<file path="src/hw/rtl/tss_pkg.sv">
`default_nettype none
// -----------------------------------------------------------------------------
// tss_pkg
// Shared types, constants and codes for the thread slot scheduler.
// -----------------------------------------------------------------------------
package tss_pkg;

  // Table geometry
  localparam int SLOT_COUNT = 16;
  localparam int SLOT_IDX_W = (SLOT_COUNT > 1) ? $clog2(SLOT_COUNT) : 1;

  // Fixed field widths
  localparam int FUNC_W     = 3;
  localparam int TGT_W      = 4;
  localparam int SLOT_OUT_W = 4;
  localparam int STATUS_W   = 2;

  // Operation codes
  localparam logic [FUNC_W-1:0] FUNC_CREATE  = 3'd0;
  localparam logic [FUNC_W-1:0] FUNC_SUSPEND = 3'd1;
  localparam logic [FUNC_W-1:0] FUNC_RESUME  = 3'd2;
  localparam logic [FUNC_W-1:0] FUNC_YIELD   = 3'd3;
  localparam logic [FUNC_W-1:0] FUNC_EXIT    = 3'd4;

  typedef enum logic [1:0] {
    ST_FREE     = 2'd0,
    ST_RUNNING  = 2'd1,
    ST_RUNNABLE = 2'd2,
    ST_WAIT     = 2'd3
  } slot_state_e;

  typedef enum logic [STATUS_W-1:0] {
    STAT_DONE    = 2'd0,
    STAT_IGNORED = 2'd1,
    STAT_FULL    = 2'd2,
    STAT_HALTED  = 2'd3
  } status_e;

  typedef slot_state_e [SLOT_COUNT-1:0] slot_tbl_t;

  // One result transaction
  typedef struct packed {
    status_e               status;
    logic [SLOT_OUT_W-1:0] created_slot;
    logic [SLOT_OUT_W-1:0] running_slot;
    logic                  switched;
  } res_t;

  // One request transaction
  typedef struct packed {
    logic [FUNC_W-1:0] func;
    logic [TGT_W-1:0]  target_slot;
  } req_t;

endpackage

`default_nettype wire

</file>
<file path="src/hw/rtl/tss_find_first.sv">
`default_nettype none
// -----------------------------------------------------------------------------
// tss_find_first
// Priority encoder: lowest set bit of a slot mask.
// -----------------------------------------------------------------------------
module tss_find_first
  import tss_pkg::*;
(
  input  logic [SLOT_COUNT-1:0] mask_i,
  output logic                  found_o,
  output logic [SLOT_IDX_W-1:0] idx_o
);

  always_comb begin
    found_o = 1'b0;
    idx_o   = '0;
    // scan down so the lowest hit wins
    for (int i = SLOT_COUNT - 1; i >= 0; i--) begin
      if (mask_i[i]) begin
        found_o = 1'b1;
        idx_o   = SLOT_IDX_W'(i);
      end
    end
  end

endmodule

`default_nettype wire

</file>
<file path="src/hw/rtl/tss_exec.sv">
`default_nettype none
// -----------------------------------------------------------------------------
// tss_exec
// Single-pass next-state and result logic for one scheduler request.
// -----------------------------------------------------------------------------
module tss_exec
  import tss_pkg::*;
(
  input  req_t                  req_i,
  input  slot_tbl_t             slot_q_i,
  input  logic [SLOT_IDX_W-1:0] cur_q_i,
  input  logic                  halt_q_i,
  output slot_tbl_t             slot_d_o,
  output logic [SLOT_IDX_W-1:0] cur_d_o,
  output logic                  halt_d_o,
  output res_t                  res_o
);

  logic [SLOT_COUNT-1:0] free_mask;
  logic [SLOT_COUNT-1:0] run_mask;
  logic                  free_found;
  logic [SLOT_IDX_W-1:0] free_idx;
  logic                  run_found;
  logic [SLOT_IDX_W-1:0] run_idx;
  logic                  tgt_ok;
  logic [SLOT_IDX_W-1:0] tgt_idx;
  logic                  do_pick;
  status_e               status;
  logic [SLOT_IDX_W-1:0] created;
  logic                  sw;

  always_comb begin
    for (int i = 0; i < SLOT_COUNT; i++) begin
      free_mask[i] = (slot_q_i[i] == ST_FREE) && (i != 0);
      run_mask[i]  = (slot_q_i[i] == ST_RUNNABLE) && (SLOT_IDX_W'(i) != cur_q_i);
    end
  end

  tss_find_first u_ff_free (
    .mask_i  (free_mask),
    .found_o (free_found),
    .idx_o   (free_idx)
  );

  // current slot's own state never affects this mask, so it stays valid
  // after suspend or exit rewrites the current entry
  tss_find_first u_ff_run (
    .mask_i  (run_mask),
    .found_o (run_found),
    .idx_o   (run_idx)
  );

  assign tgt_ok  = (req_i.target_slot != '0) && (32'(req_i.target_slot) < SLOT_COUNT);
  assign tgt_idx = SLOT_IDX_W'(req_i.target_slot);

  always_comb begin
    slot_d_o = slot_q_i;
    cur_d_o  = cur_q_i;
    halt_d_o = halt_q_i;
    status   = STAT_DONE;
    created  = '0;
    sw       = 1'b0;
    do_pick  = 1'b0;

    if (halt_q_i) begin
      status = STAT_HALTED;
    end else begin
      case (req_i.func)
        FUNC_CREATE: begin
          if (free_found) begin
            slot_d_o[free_idx] = ST_RUNNABLE;
            created            = free_idx;
          end else begin
            status = STAT_FULL;
          end
        end
        FUNC_SUSPEND: begin
          if (!tgt_ok || !(slot_q_i[tgt_idx] == ST_RUNNABLE ||
                           slot_q_i[tgt_idx] == ST_RUNNING)) begin
            status = STAT_IGNORED;
          end else begin
            slot_d_o[tgt_idx] = ST_WAIT;
            do_pick           = (tgt_idx == cur_q_i);
          end
        end
        FUNC_RESUME: begin
          if (!tgt_ok || slot_q_i[tgt_idx] != ST_WAIT) begin
            status = STAT_IGNORED;
          end else begin
            slot_d_o[tgt_idx] = ST_RUNNABLE;
          end
        end
        FUNC_YIELD: begin
          do_pick = 1'b1;
        end
        FUNC_EXIT: begin
          slot_d_o[cur_q_i] = ST_FREE;
          do_pick           = 1'b1;
        end
        default: begin
          status = STAT_IGNORED;
        end
      endcase

      if (do_pick) begin
        if (run_found) begin
          if (slot_d_o[cur_q_i] == ST_RUNNING) begin
            slot_d_o[cur_q_i] = ST_RUNNABLE;
          end
          slot_d_o[run_idx] = ST_RUNNING;
          cur_d_o           = run_idx;
          sw                = 1'b1;
        end else if (slot_d_o[cur_q_i] == ST_RUNNING ||
                     slot_d_o[cur_q_i] == ST_RUNNABLE) begin
          slot_d_o[cur_q_i] = ST_RUNNING;
        end else begin
          halt_d_o = 1'b1;
          status   = STAT_HALTED;
        end
      end
    end

    res_o.status       = status;
    res_o.created_slot = SLOT_OUT_W'(created);
    res_o.running_slot = SLOT_OUT_W'(cur_d_o);
    res_o.switched     = sw;
  end

endmodule

`default_nettype wire

</file>
<file path="src/hw/rtl/thread_slot_scheduler.sv">
`default_nettype none
// -----------------------------------------------------------------------------
// thread_slot_scheduler
// Priority scheduler over a fixed table of thread slots (lowest runnable wins).
// -----------------------------------------------------------------------------
// Each request transaction carries one operation (create, suspend, resume,
// yield, exit) and returns exactly one result transaction with a status, the
// slot claimed by create, the slot running afterwards and a switch flag.
// Throughput is one transaction per cycle while results are taken. On input
// acceptance the request is loaded into the request register; the result
// register is loaded from it after one pass through the slot-table update
// logic (two 16-way priority encoders plus the table write). A result
// that the receiver has not taken holds the request register, so in_ready
// drops once both registers are full. The slot table, current slot and
// halt flag update on the same edge that loads the result, so back-to-back
// requests always see the state left by the one before. After reset slot 0
// is running and all others are free; once halted, every request answers
// "halted" until the next reset.
// -----------------------------------------------------------------------------
module thread_slot_scheduler
  import tss_pkg::*;
(
  input  logic                  clk_i,
  input  logic                  rst_ni,
  // request channel
  input  logic                  in_valid_i,
  output logic                  in_ready_o,
  input  logic [FUNC_W-1:0]     func_i,
  input  logic [TGT_W-1:0]      target_slot_i,
  // result channel
  output logic                  out_valid_o,
  input  logic                  out_ready_i,
  output logic [STATUS_W-1:0]   status_o,
  output logic [SLOT_OUT_W-1:0] created_slot_o,
  output logic [SLOT_OUT_W-1:0] running_slot_o,
  output logic                  switched_o
);

  // request register
  logic                  req_vld_q;
  req_t                  req_q;
  // result register
  logic                  res_vld_q;
  res_t                  res_q;
  // scheduler state
  slot_tbl_t             slot_q;
  slot_tbl_t             slot_d;
  logic [SLOT_IDX_W-1:0] cur_q;
  logic [SLOT_IDX_W-1:0] cur_d;
  logic                  halt_q;
  logic                  halt_d;
  res_t                  res_d;

  logic                  exec_fire;
  logic                  in_fire;

  // request executes when the result slot is free or draining this cycle
  assign exec_fire  = req_vld_q && (!res_vld_q || out_ready_i);
  assign in_ready_o = !req_vld_q || exec_fire;
  assign in_fire    = in_valid_i && in_ready_o;

  always_ff @(posedge clk_i or negedge rst_ni) begin
    if (!rst_ni) begin
      req_vld_q <= 1'b0;
    end else if (in_fire) begin
      req_vld_q <= 1'b1;
    end else if (exec_fire) begin
      req_vld_q <= 1'b0;
    end
  end

  always_ff @(posedge clk_i) begin
    if (in_fire) begin
      req_q.func        <= func_i;
      req_q.target_slot <= target_slot_i;
    end
  end

  tss_exec u_exec (
    .req_i    (req_q),
    .slot_q_i (slot_q),
    .cur_q_i  (cur_q),
    .halt_q_i (halt_q),
    .slot_d_o (slot_d),
    .cur_d_o  (cur_d),
    .halt_d_o (halt_d),
    .res_o    (res_d)
  );

  // scheduler state: slot 0 running, rest free
  always_ff @(posedge clk_i or negedge rst_ni) begin
    if (!rst_ni) begin
      for (int i = 0; i < SLOT_COUNT; i++) begin
        slot_q[i] <= (i == 0) ? ST_RUNNING : ST_FREE;
      end
      cur_q  <= '0;
      halt_q <= 1'b0;
    end else if (exec_fire) begin
      slot_q <= slot_d;
      cur_q  <= cur_d;
      halt_q <= halt_d;
    end
  end

  always_ff @(posedge clk_i or negedge rst_ni) begin
    if (!rst_ni) begin
      res_vld_q <= 1'b0;
    end else if (exec_fire) begin
      res_vld_q <= 1'b1;
    end else if (out_ready_i) begin
      res_vld_q <= 1'b0;
    end
  end

  always_ff @(posedge clk_i) begin
    if (exec_fire) begin
      res_q <= res_d;
    end
  end

  assign out_valid_o    = res_vld_q;
  assign status_o       = res_q.status;
  assign created_slot_o = res_q.created_slot;
  assign running_slot_o = res_q.running_slot;
  assign switched_o     = res_q.switched;

  // ---------------------------------------------------------------------------
  // Assertions
  // ---------------------------------------------------------------------------

  // halt is sticky until reset
  a_halt_sticky: assert property (@(posedge clk_i) disable iff (!rst_ni)
    halt_q |=> halt_q)
    else $error("halt flag cleared without reset");

  // while live, the current slot is the running thread
  a_cur_running: assert property (@(posedge clk_i) disable iff (!rst_ni)
    !halt_q |-> (slot_q[cur_q] == ST_RUNNING))
    else $error("current slot not in running state");

  // a switch or a claimed slot only comes with a completed operation
  a_switch_done: assert property (@(posedge clk_i) disable iff (!rst_ni)
    (res_vld_q && (res_q.switched || res_q.created_slot != '0)) |->
      (res_q.status == STAT_DONE))
    else $error("switch or create reported with non-done status");

  // the state only moves when a request executes
  a_state_hold: assert property (@(posedge clk_i) disable iff (!rst_ni)
    !exec_fire |=> ($stable(slot_q) && $stable(cur_q)))
    else $error("scheduler state changed without a request");

endmodule

`default_nettype wire
</file>
<file path="config.mk">
export PLATFORM = sky130hd
export DESIGN_NAME = thread_slot_scheduler
export DESIGN_NICKNAME = d
export VERILOG_FILES = /design/src/hw/rtl/tss_pkg.sv /design/src/hw/rtl/tss_find_first.sv /design/src/hw/rtl/tss_exec.sv /design/src/hw/rtl/thread_slot_scheduler.sv
export SDC_FILE = /design/constraint.sdc
export NUM_CORES = 1
export LEC_CHECK = 0
export BUFFER_PORTS_ARGS = -buffer_cell sky130_fd_sc_hd__buf_2
export CORE_UTILIZATION = 28
export DETAILED_ROUTE_END_ITERATION = 16
export GPL_TIMING_DRIVEN = 1
export PLACE_DENSITY = 0.51
export SETUP_SLACK_MARGIN = 0.5
export SYNTH_ARGS = -nofsm -noshare
export SYNTH_HDL_FRONTEND = slang
export SYNTH_SLANG_ARGS = --single-unit
export TNS_END_PERCENT = 30
</file>
<file path="constraint.sdc">
create_clock -name clk_i -period 5.1 [get_ports clk_i]
set_input_delay 0.255 -clock clk_i [delete_from_list [all_inputs] [get_ports clk_i]]
set_output_delay 0.255 -clock clk_i [all_outputs]
set_load 0.1 [all_outputs]
</file>
==> Word-level counts from Yosys, hierarchy flattened <==
Index checks and enable logic that the tools add are counted.
{ "op_classes": {"eq_ne": 41, "reduce_logical": 56, "n_mux": 108, "n_bitwise": 22, "n_lt_le_gt_ge": 8} }
{ "op_table": {"columns": ["op", "count"], "rows": [
  ["two-way mux 32 bit", 11],
  ["two-way mux 4 bit", 34],
  ["case mux 32 bit (4 select lines)", 1],
  ["bitwise AND 16 bit", 5],
  ["inverter 16 bit", 5],
  ["OR 16 bit", 5],
  ["two-way mux 1 bit", 44],
  ["== test 2 bit (second input constant)", 18],
  ["bitwise AND 32 bit", 1],
  ["demux 2 bit (select 4 bit)", 4],
  ["!= test 4 bit (first input constant)", 8],
  ["inverter 32 bit", 1],
  ["OR 32 bit", 1],
  ["logical NOT 2 bit", 15],
  ["logical AND 1 bit", 22],
  ["less-than comparator 4 x 5 -> 1 bit (second input constant)", 4],
  ["two-way mux 2 bit", 10],
  ["binary-select mux 2 bit (select 4 bit)", 2],
  [">= comparator 4 x 1 -> 1 bit (second input constant)", 4],
  ["!= test 3 x 4 -> 1 bit (first input constant)", 4],
  ["!= test 2 x 4 -> 1 bit (first input constant)", 2],
  ["case mux 2 bit (4 select lines)", 1],
  ["nonzero test 4 bit", 2],
  ["== test 3 x 2 -> 1 bit (second input constant)", 2],
  ["15 further kinds", 29]
]} }
{ "totals": {"out_inout_bits": 13, "register_bits": 57, "word_cells": 261, "input_bits": 11} }

==> Logic depth before layout (Yosys ltp) <==
{ "depth": {"word_depth": 35, "ltp_mapped": 21, "mapped_depth_nobuf": 17} }

==> Modules after synthesis <==
Synthesis repeated with hierarchy kept, for this count alone.
{ "hier_totals": {"hier_cells": 730, "hier_area_um2": 6038.3} }
{ "by_module_without_submodules": {"columns": ["mod", "cells_each", "area_per_inst_um2", "seq_area_each_um2", "instances"], "rows": [
  ["tss_exec", 559, 3585.9, 0.0, 1],
  ["thread_slot_scheduler", 105, 2094.5, 1517.7, 1],
  ["tss_find_first", 33, 178.9, 0.0, 2]
]} }

==> Worst setup path after synthesis <==
Ideal clock, no wire load.
{ "synth_path": {"path_kind": "reg2reg", "start": "register req_q[0] (netlist name)", "end": "register slot_q[15] (netlist name)", "path_stages_with_launch": 20, "setup_ns": 0.121, "path_buffers": 2, "setup_slack_ns": -0.302, "synth_period_minus_slack_ns": 5.402, "arrival_time_ns": 5.281, "required_time_ns": 4.979, "path_cell_list": "edfxtp_1 -> clkbuf_1 -> clkbuf_1 -> mux4_2 -> mux4_2 -> ha_1 -> and4bb_2 -> nand3b_1 -> nor2_1 -> a211o_1 -> nor2_1 -> a2111oi_0 -> nand4_1 -> or4_1 -> ha_1 -> nand4b_1 -> nand2b_4 -> o21ai_0 -> a31oi_1 -> a22o_1"} }
{ "synth_via": {"elab_chain_cells": 19, "word_cells_on_any_way": 43, "classes_between": "order compare (2); eq/ne (6); mux (20); bitwise (7); reduce/logical (8)"} }
{ "synth_rtl": {"columns": ["element", "line_no", "rtl"], "rows": [
  ["start: declaration", "thread_slot_scheduler.sv:41", "req_t req_q;"],
  ["less-than comparator 4 x 5 -> 1 bit (not written as such) (tied with other cells)", "tss_exec.sv:82, tss_exec.sv:90", null],
  ["logical AND 1 bit (not written as such) or two-way mux 2 bit (tied branches)", null, null],
  ["two-way mux 2 bit (not written as such) (tied with other cells)", "tss_exec.sv:82, tss_exec.sv:90", null],
  ["demux 2 bit (select 4 bit) or logical OR 1 bit (tied branches)", null, null],
  ["inverter 16 bit (no source line) or logical NOT 1 bit (tied branches)", null, null],
  ["bitwise AND 16 bit (no source line) or logical OR 1 bit (tied branches)", null, null],
  ["two-way mux 32 bit (on tied branches)", "tss_exec.sv:87, tss_exec.sv:78", null],
  ["case mux 32 bit (4 select lines)", "tss_exec.sv:68", "case (req_i.func)"],
  ["[3 not listed]", null, null],
  ["== test 2 x 1 -> 1 bit", "tss_exec.sv:107, tss_exec.sv:113", null],
  ["two-way mux 32 bit", "tss_exec.sv:107", "if (slot_d_o[cur_q_i] == ST_RUNNING) begin"],
  ["two-way mux 32 bit", "tss_exec.sv:106", "if (run_found) begin"],
  ["two-way mux 32 bit", "tss_exec.sv:105", "if (do_pick) begin"],
  ["two-way mux 32 bit", "tss_exec.sv:65", "if (halt_q_i) begin"],
  ["bitwise AND 16 bit (no source line)", null, null],
  ["two-way mux 32 bit", "tss_exec.sv:106", null],
  ["two-way mux 32 bit *", "tss_exec.sv:105", null],
  ["end signal: indexed assignment", "thread_slot_scheduler.sv:94", "slot_q[i] <= (i == 0) ? ST_RUNNING : ST_FREE;"],
  ["end signal: assignment", "thread_slot_scheduler.sv:99", "slot_q <= slot_d;"],
  ["end: declaration", "thread_slot_scheduler.sv:46", "slot_tbl_t slot_q;"]
]} }
Mark *: on every way between the ends. The rest lies on a longest branch, timed or not. The select of a mux whose other input is x is not followed.
A chain may end at the register's enable or synchronous reset.

==> Final worst setup path <==
{ "layout_path": {"start": "register req_q[0] (netlist name)", "end": "register slot_q[10] (netlist name)"} }
{ "layout_via": {"elab_chain_cells": 19, "word_cells_on_any_way": 43, "classes_between": "order compare (2); eq/ne (6); mux (20); bitwise (7); reduce/logical (8)"} }
{ "layout_rtl": {"columns": ["element", "line_no"], "rows": [
  ["less-than comparator 4 x 5 -> 1 bit (not written as such) (tied with other cells)", "tss_exec.sv:82, tss_exec.sv:90"],
  ["logical AND 1 bit (not written as such) or two-way mux 2 bit (tied branches)", null],
  ["two-way mux 2 bit (not written as such) (tied with other cells)", "tss_exec.sv:82, tss_exec.sv:90"],
  ["demux 2 bit (select 4 bit) or logical OR 1 bit (tied branches)", null],
  ["inverter 16 bit (no source line) or logical NOT 1 bit (tied branches)", null],
  ["bitwise AND 16 bit (no source line) or logical OR 1 bit (tied branches)", null],
  ["two-way mux 32 bit (on tied branches)", "tss_exec.sv:87, tss_exec.sv:78"],
  ["case mux 32 bit (4 select lines)", "tss_exec.sv:68"],
  ["[3 not listed]", null],
  ["== test 2 x 1 -> 1 bit", "tss_exec.sv:107, tss_exec.sv:113"],
  ["two-way mux 32 bit", "tss_exec.sv:107"],
  ["two-way mux 32 bit", "tss_exec.sv:106"],
  ["two-way mux 32 bit", "tss_exec.sv:105"],
  ["two-way mux 32 bit", "tss_exec.sv:65"],
  ["OR 16 bit (no source line)", null],
  ["two-way mux 32 bit", "tss_exec.sv:106"],
  ["two-way mux 32 bit *", "tss_exec.sv:105"]
]} }
Marks and branches as above.

==> impl_metrics.csv <==
group,metric,value,unit
floorplanning,ios,24,
global_route,grt_pass1_vias,6162,
final_layout,fillerInstances,2023,
routing,vias_per_cell,6.352,
routing,met2WireLength,11600,µm
timing,finalSetupViolations,0,
routing,route.top_layer_used,"met4",
status,violations,"hold timing",
logic_synthesis,synthesis.yosys.warnings,0,
routing,drt-initial-drc-count,914,
worst_setup_path,worst_ep_arrival_time,5230,ps
worst_setup_path,timing.reg2reg.setup_slack,110,ps
logic_synthesis,async_set_or_reset_register_ratio_after_synthesis,68.42,%
clock_network,post_cts_hold_buffer_count,0,
job,maximum_capacitance_violations,0,
routing,wl_met3,3061,µm
global_route,grtUsageTotal,27.11,%
clock_network,cts_h_tree_lvls,3,
clock_network,worstSkewPairLatency,350,ps
timing,hold_slack,-26.68,ps
timing,share_of_the_clock_period_used_by_the_worst_path,97.93,%
place,routabilityCongestion,1.036,
power,power.leakage,2.749,nW
power,total_power,4.674,mW
logic_synthesis,synth.distinct_cells,94,
worst_setup_path,worst-r2r-cell-count,20,
power,power.switching_fraction,52.22,%
power,power.share.combinational,68.9,%
logic_synthesis,synth_top_flop_cell,"dfrtp_1",
worst_setup_path,timing.critical_path.from_type,"register",
floorplanning,placementRows,51,
worst_hold_path,timing.hold.worst.class,"input port to async pin",
worst_setup_path,worst_setup_path_end_kind,"register",
routing,drt_drc_violations_left,0,
worst_setup_path,r2r_end,"slot_q[10]$_DFFE_PN0P_",
logic_synthesis,synthCells,693,
place,place_hpwl,20980,µm
final_layout,layout-area-overhead-vs-synth,29.77,%
logic_synthesis,syn_nets,706,
final_layout,drive_gt1_share,31.64,%
routing,detail_route.wirelength.met1,11230,µm
final_layout,final_common_cell,"buf_4",
power,max_ir_drop_vdd,207.1,µV
worst_setup_path,crit-reg2reg-launch,"req_q[0]$_DFFE_PP_",
place,place_area,0.006625,mm²
clock_network,cts_sinks,57,
clock_network,clk_transition_reported_paths,50,ps
logic_synthesis,post_synth_edffs,18,
timing,worst_pin_slew,1031,ps
power,clock_power_share,12.5,%
timing,maxSlewViolCount,0,
global_route,overflow,0,
worst_setup_path,worst-setup-path-type,"register to register",
timing,fmax,200.2,MHz
floorplanning,die_area,0.02067,mm²
place,io_buffers,23,
status,outcome,"finished with violations",
worst_setup_path,critical_path_required,5330,ps
floorplanning,initial_core_util,28.73,%
power,seq_power_share,18.6,%
global_route,grt_pass1_wl,40230,µm
floorplanning,dieHeight,143.8,µm
logic_synthesis,syn-mean-instance-area,8.121,µm²
worst_setup_path,cpMaxStageDelayCell,"or4_4",
timing,grt_setup_unrepaired,"true",
power,power_per_standard_cell_area,640.0,mW/mm²
clock_network,cts-root-to-sink-buffers,2,
power,net_switching_power,2.441,mW
power,cell_internal_pwr,2.234,mW
worst_setup_path,critPathMaxStageDelay,520,ps
timing,timing_hold_violations_final,22,
worst_setup_path,worstPathCellList,"buf_6 > buf_12 > mux4_2 > mux4_2 > ha_4 > and4bb_2 > buf_6 > nand4b_1 > o21ai_2 > or3_4 > o22ai_2 > a211oi_2 > nand4_1 > or4_4 > ha_4 > nand4b_1 > nand2b_4 > buf_4 > o21ai_2 > o32a_1",
logic_synthesis,ys_seq_elements,57,
clock_network,cts_tree,"built",
timing,relSlewSlack,31.30,%
final_layout,layout.cell_area.non_filler,0.007303,mm²
clock_network,cts-buffers-inserted,9,
global_route,antenna_found_initial,0,
routing,wirelength,27450,µm
logic_synthesis,syn-cell-area,0.005628,mm²
timing,final_worst_clock_skew,9.774,ps
routing,num_vias,6682,
routing,route.antenna.remaining_nets,0,
routing,drt_first_pass_iters,5,
timing,tns,0,ps
floorplanning,die_width,143.8,µm
global_route,grt_max_degree,40,
final_layout,final_nets,795,
clock_network,ctsRootBufferMaster,"clkbuf_16",
routing,average_wire_length_per_cell_after_detail_routing,26.10,µm
floorplanning,core_area,0.01959,mm²
worst_setup_path,crit_path_max_fanout,7,
final_layout,antennaDiodeCount,0,
logic_synthesis,ys_seq_area_share,26.97,%
timing,finalCriticalPeriod,4995,ps
final_layout,layout.cells.most_common_list,"buf_4 (103), nor2_1 (71), nand2_1 (59)",
[metrics by stage]
step / cells / utilization, % / setup slack (ps)
3_5_place_dp: 1025 / 33.82 / -157.9
2_1_floorplan: 693 / - / 234.5
4_1_cts: 1050 / 36.23 / 89.65
5_1_grt: 1052 / 37.28 / -40.37
6_report: 1052 / 37.28 / 105.5
3_3_place_gp: 1025 / 33.82 / -178.6
[kinds of logic (layout without fill, tap and decap cells)]
logic type	Yosys count	after routing	synth area share [%]
and+or+nand+nor	288	288	29.30
AOI/OAI and AO/OA	253	253	31.48
buffers and inverters	70	164	5.447
DFF	57	57	26.97
muxes	19	19	5.736
xor gates and xnor gates	4	4	0.6224
adders and majority gates	2	2	0.4446
[synthesized netlist by cell type, drive strengths merged, types with 15 or more instances]
cell | count | area, µm²
o21ai | 44 | 220.2
nand3 | 15 | 75.07
edfxtp | 18 | 540.5
nor2b | 15 | 93.84
buf | 17 | 107.6
nor2 | 81 | 306.6
clkbuf | 38 | 142.6
o22ai | 28 | 175.2
nand2 | 61 | 229.0
nand2b | 22 | 145.1
a21oi | 61 | 305.3
dfrtp | 38 | 950.9
[critical path: cells and delay by family, from the launching register on]
kind | cells | cell delay [ps]
DFF | 1 | 340
AOI/OAI and AO/OA | 5 | 790
and+or+nand+nor | 7 | 1640
muxes | 2 | 1010
buffers and inverters | 4 | 510
adders and majority gates | 2 | 580
[layer usage]
metal | vias up | track usage [%]
met5 | - | 0
met4 | 0 | 16.97
met3 | 94 | 5.132
met2 | 526 | 39.52
met1 | 3194 | 36.57
li1 | 2868 | -
[area by class of cell]
| class | instances | area [µm²] | share of cell area [%] |
|---|---|---|---|
| clock buffers | 13 | 260.3 | 3.563 |
| clock inverters | 3 | 15.01 | 0.2056 |
| inverters | 15 | 56.30 | 0.7709 |
| multi-input cells | 566 | 4121 | 56.43 |
| flip-flops and latches | 57 | 1518 | 20.78 |
| well taps | 265 | 331.6 | 4.540 |
| repair buffers | 133 | 1001 | 13.71 |
[power by group through the flow]
stage / clock network, mW / logic [mW] / registers (mW)
floorplan: 0 / 1.67 / 0.895
global placement: 0 / 2.83 / 0.871
detailed placement: 0 / 2.81 / 0.859
CTS: 0.592 / 2.92 / 0.851
global route: 0.609 / 3.34 / 0.874
finish: 0.583 / 3.22 / 0.870
[worst max-delay path by stage]
stage | depth (start not counted) | end | slack (ps) | from
global route | 20 | slot_q[15]$_DFFE_PN0P_ | -40 | req_q[0]$_DFFE_PP_
global placement | 18 | slot_q[19]$_DFFE_PN0P_ | -180 | req_q[0]$_DFFE_PP_
CTS | 20 | slot_q[15]$_DFFE_PN0P_ | 90 | req_q[0]$_DFFE_PP_
detailed placement | 18 | slot_q[19]$_DFFE_PN0P_ | -160 | req_q[0]$_DFFE_PP_
floorplan | 19 | slot_q[15]$_DFFE_PN0P_ | 230 | req_q[0]$_DFFE_PP_
finish | 20 | slot_q[10]$_DFFE_PN0P_ | 110 | req_q[0]$_DFFE_PP_
[state kept, by name, indices dropped and copies added, names as in the netlist]
name and flops:
slot_q 32, req_q 7, created_slot_o 4, cur_q 4
running_slot_o 4, status_o 2, halt_q 1, out_valid_o 1
req_vld_q 1, switched_o 1
[repair_timing]
action / 4_1_cts / 5_1_grt
buffers inserted: 8 / 2
cloned: 1 / 0
pin swaps: 13 / 43
setup endpoints to repair: 34 / 35
gates resized for setup: 24 / 43
Power figures use the tool's default switching activity.
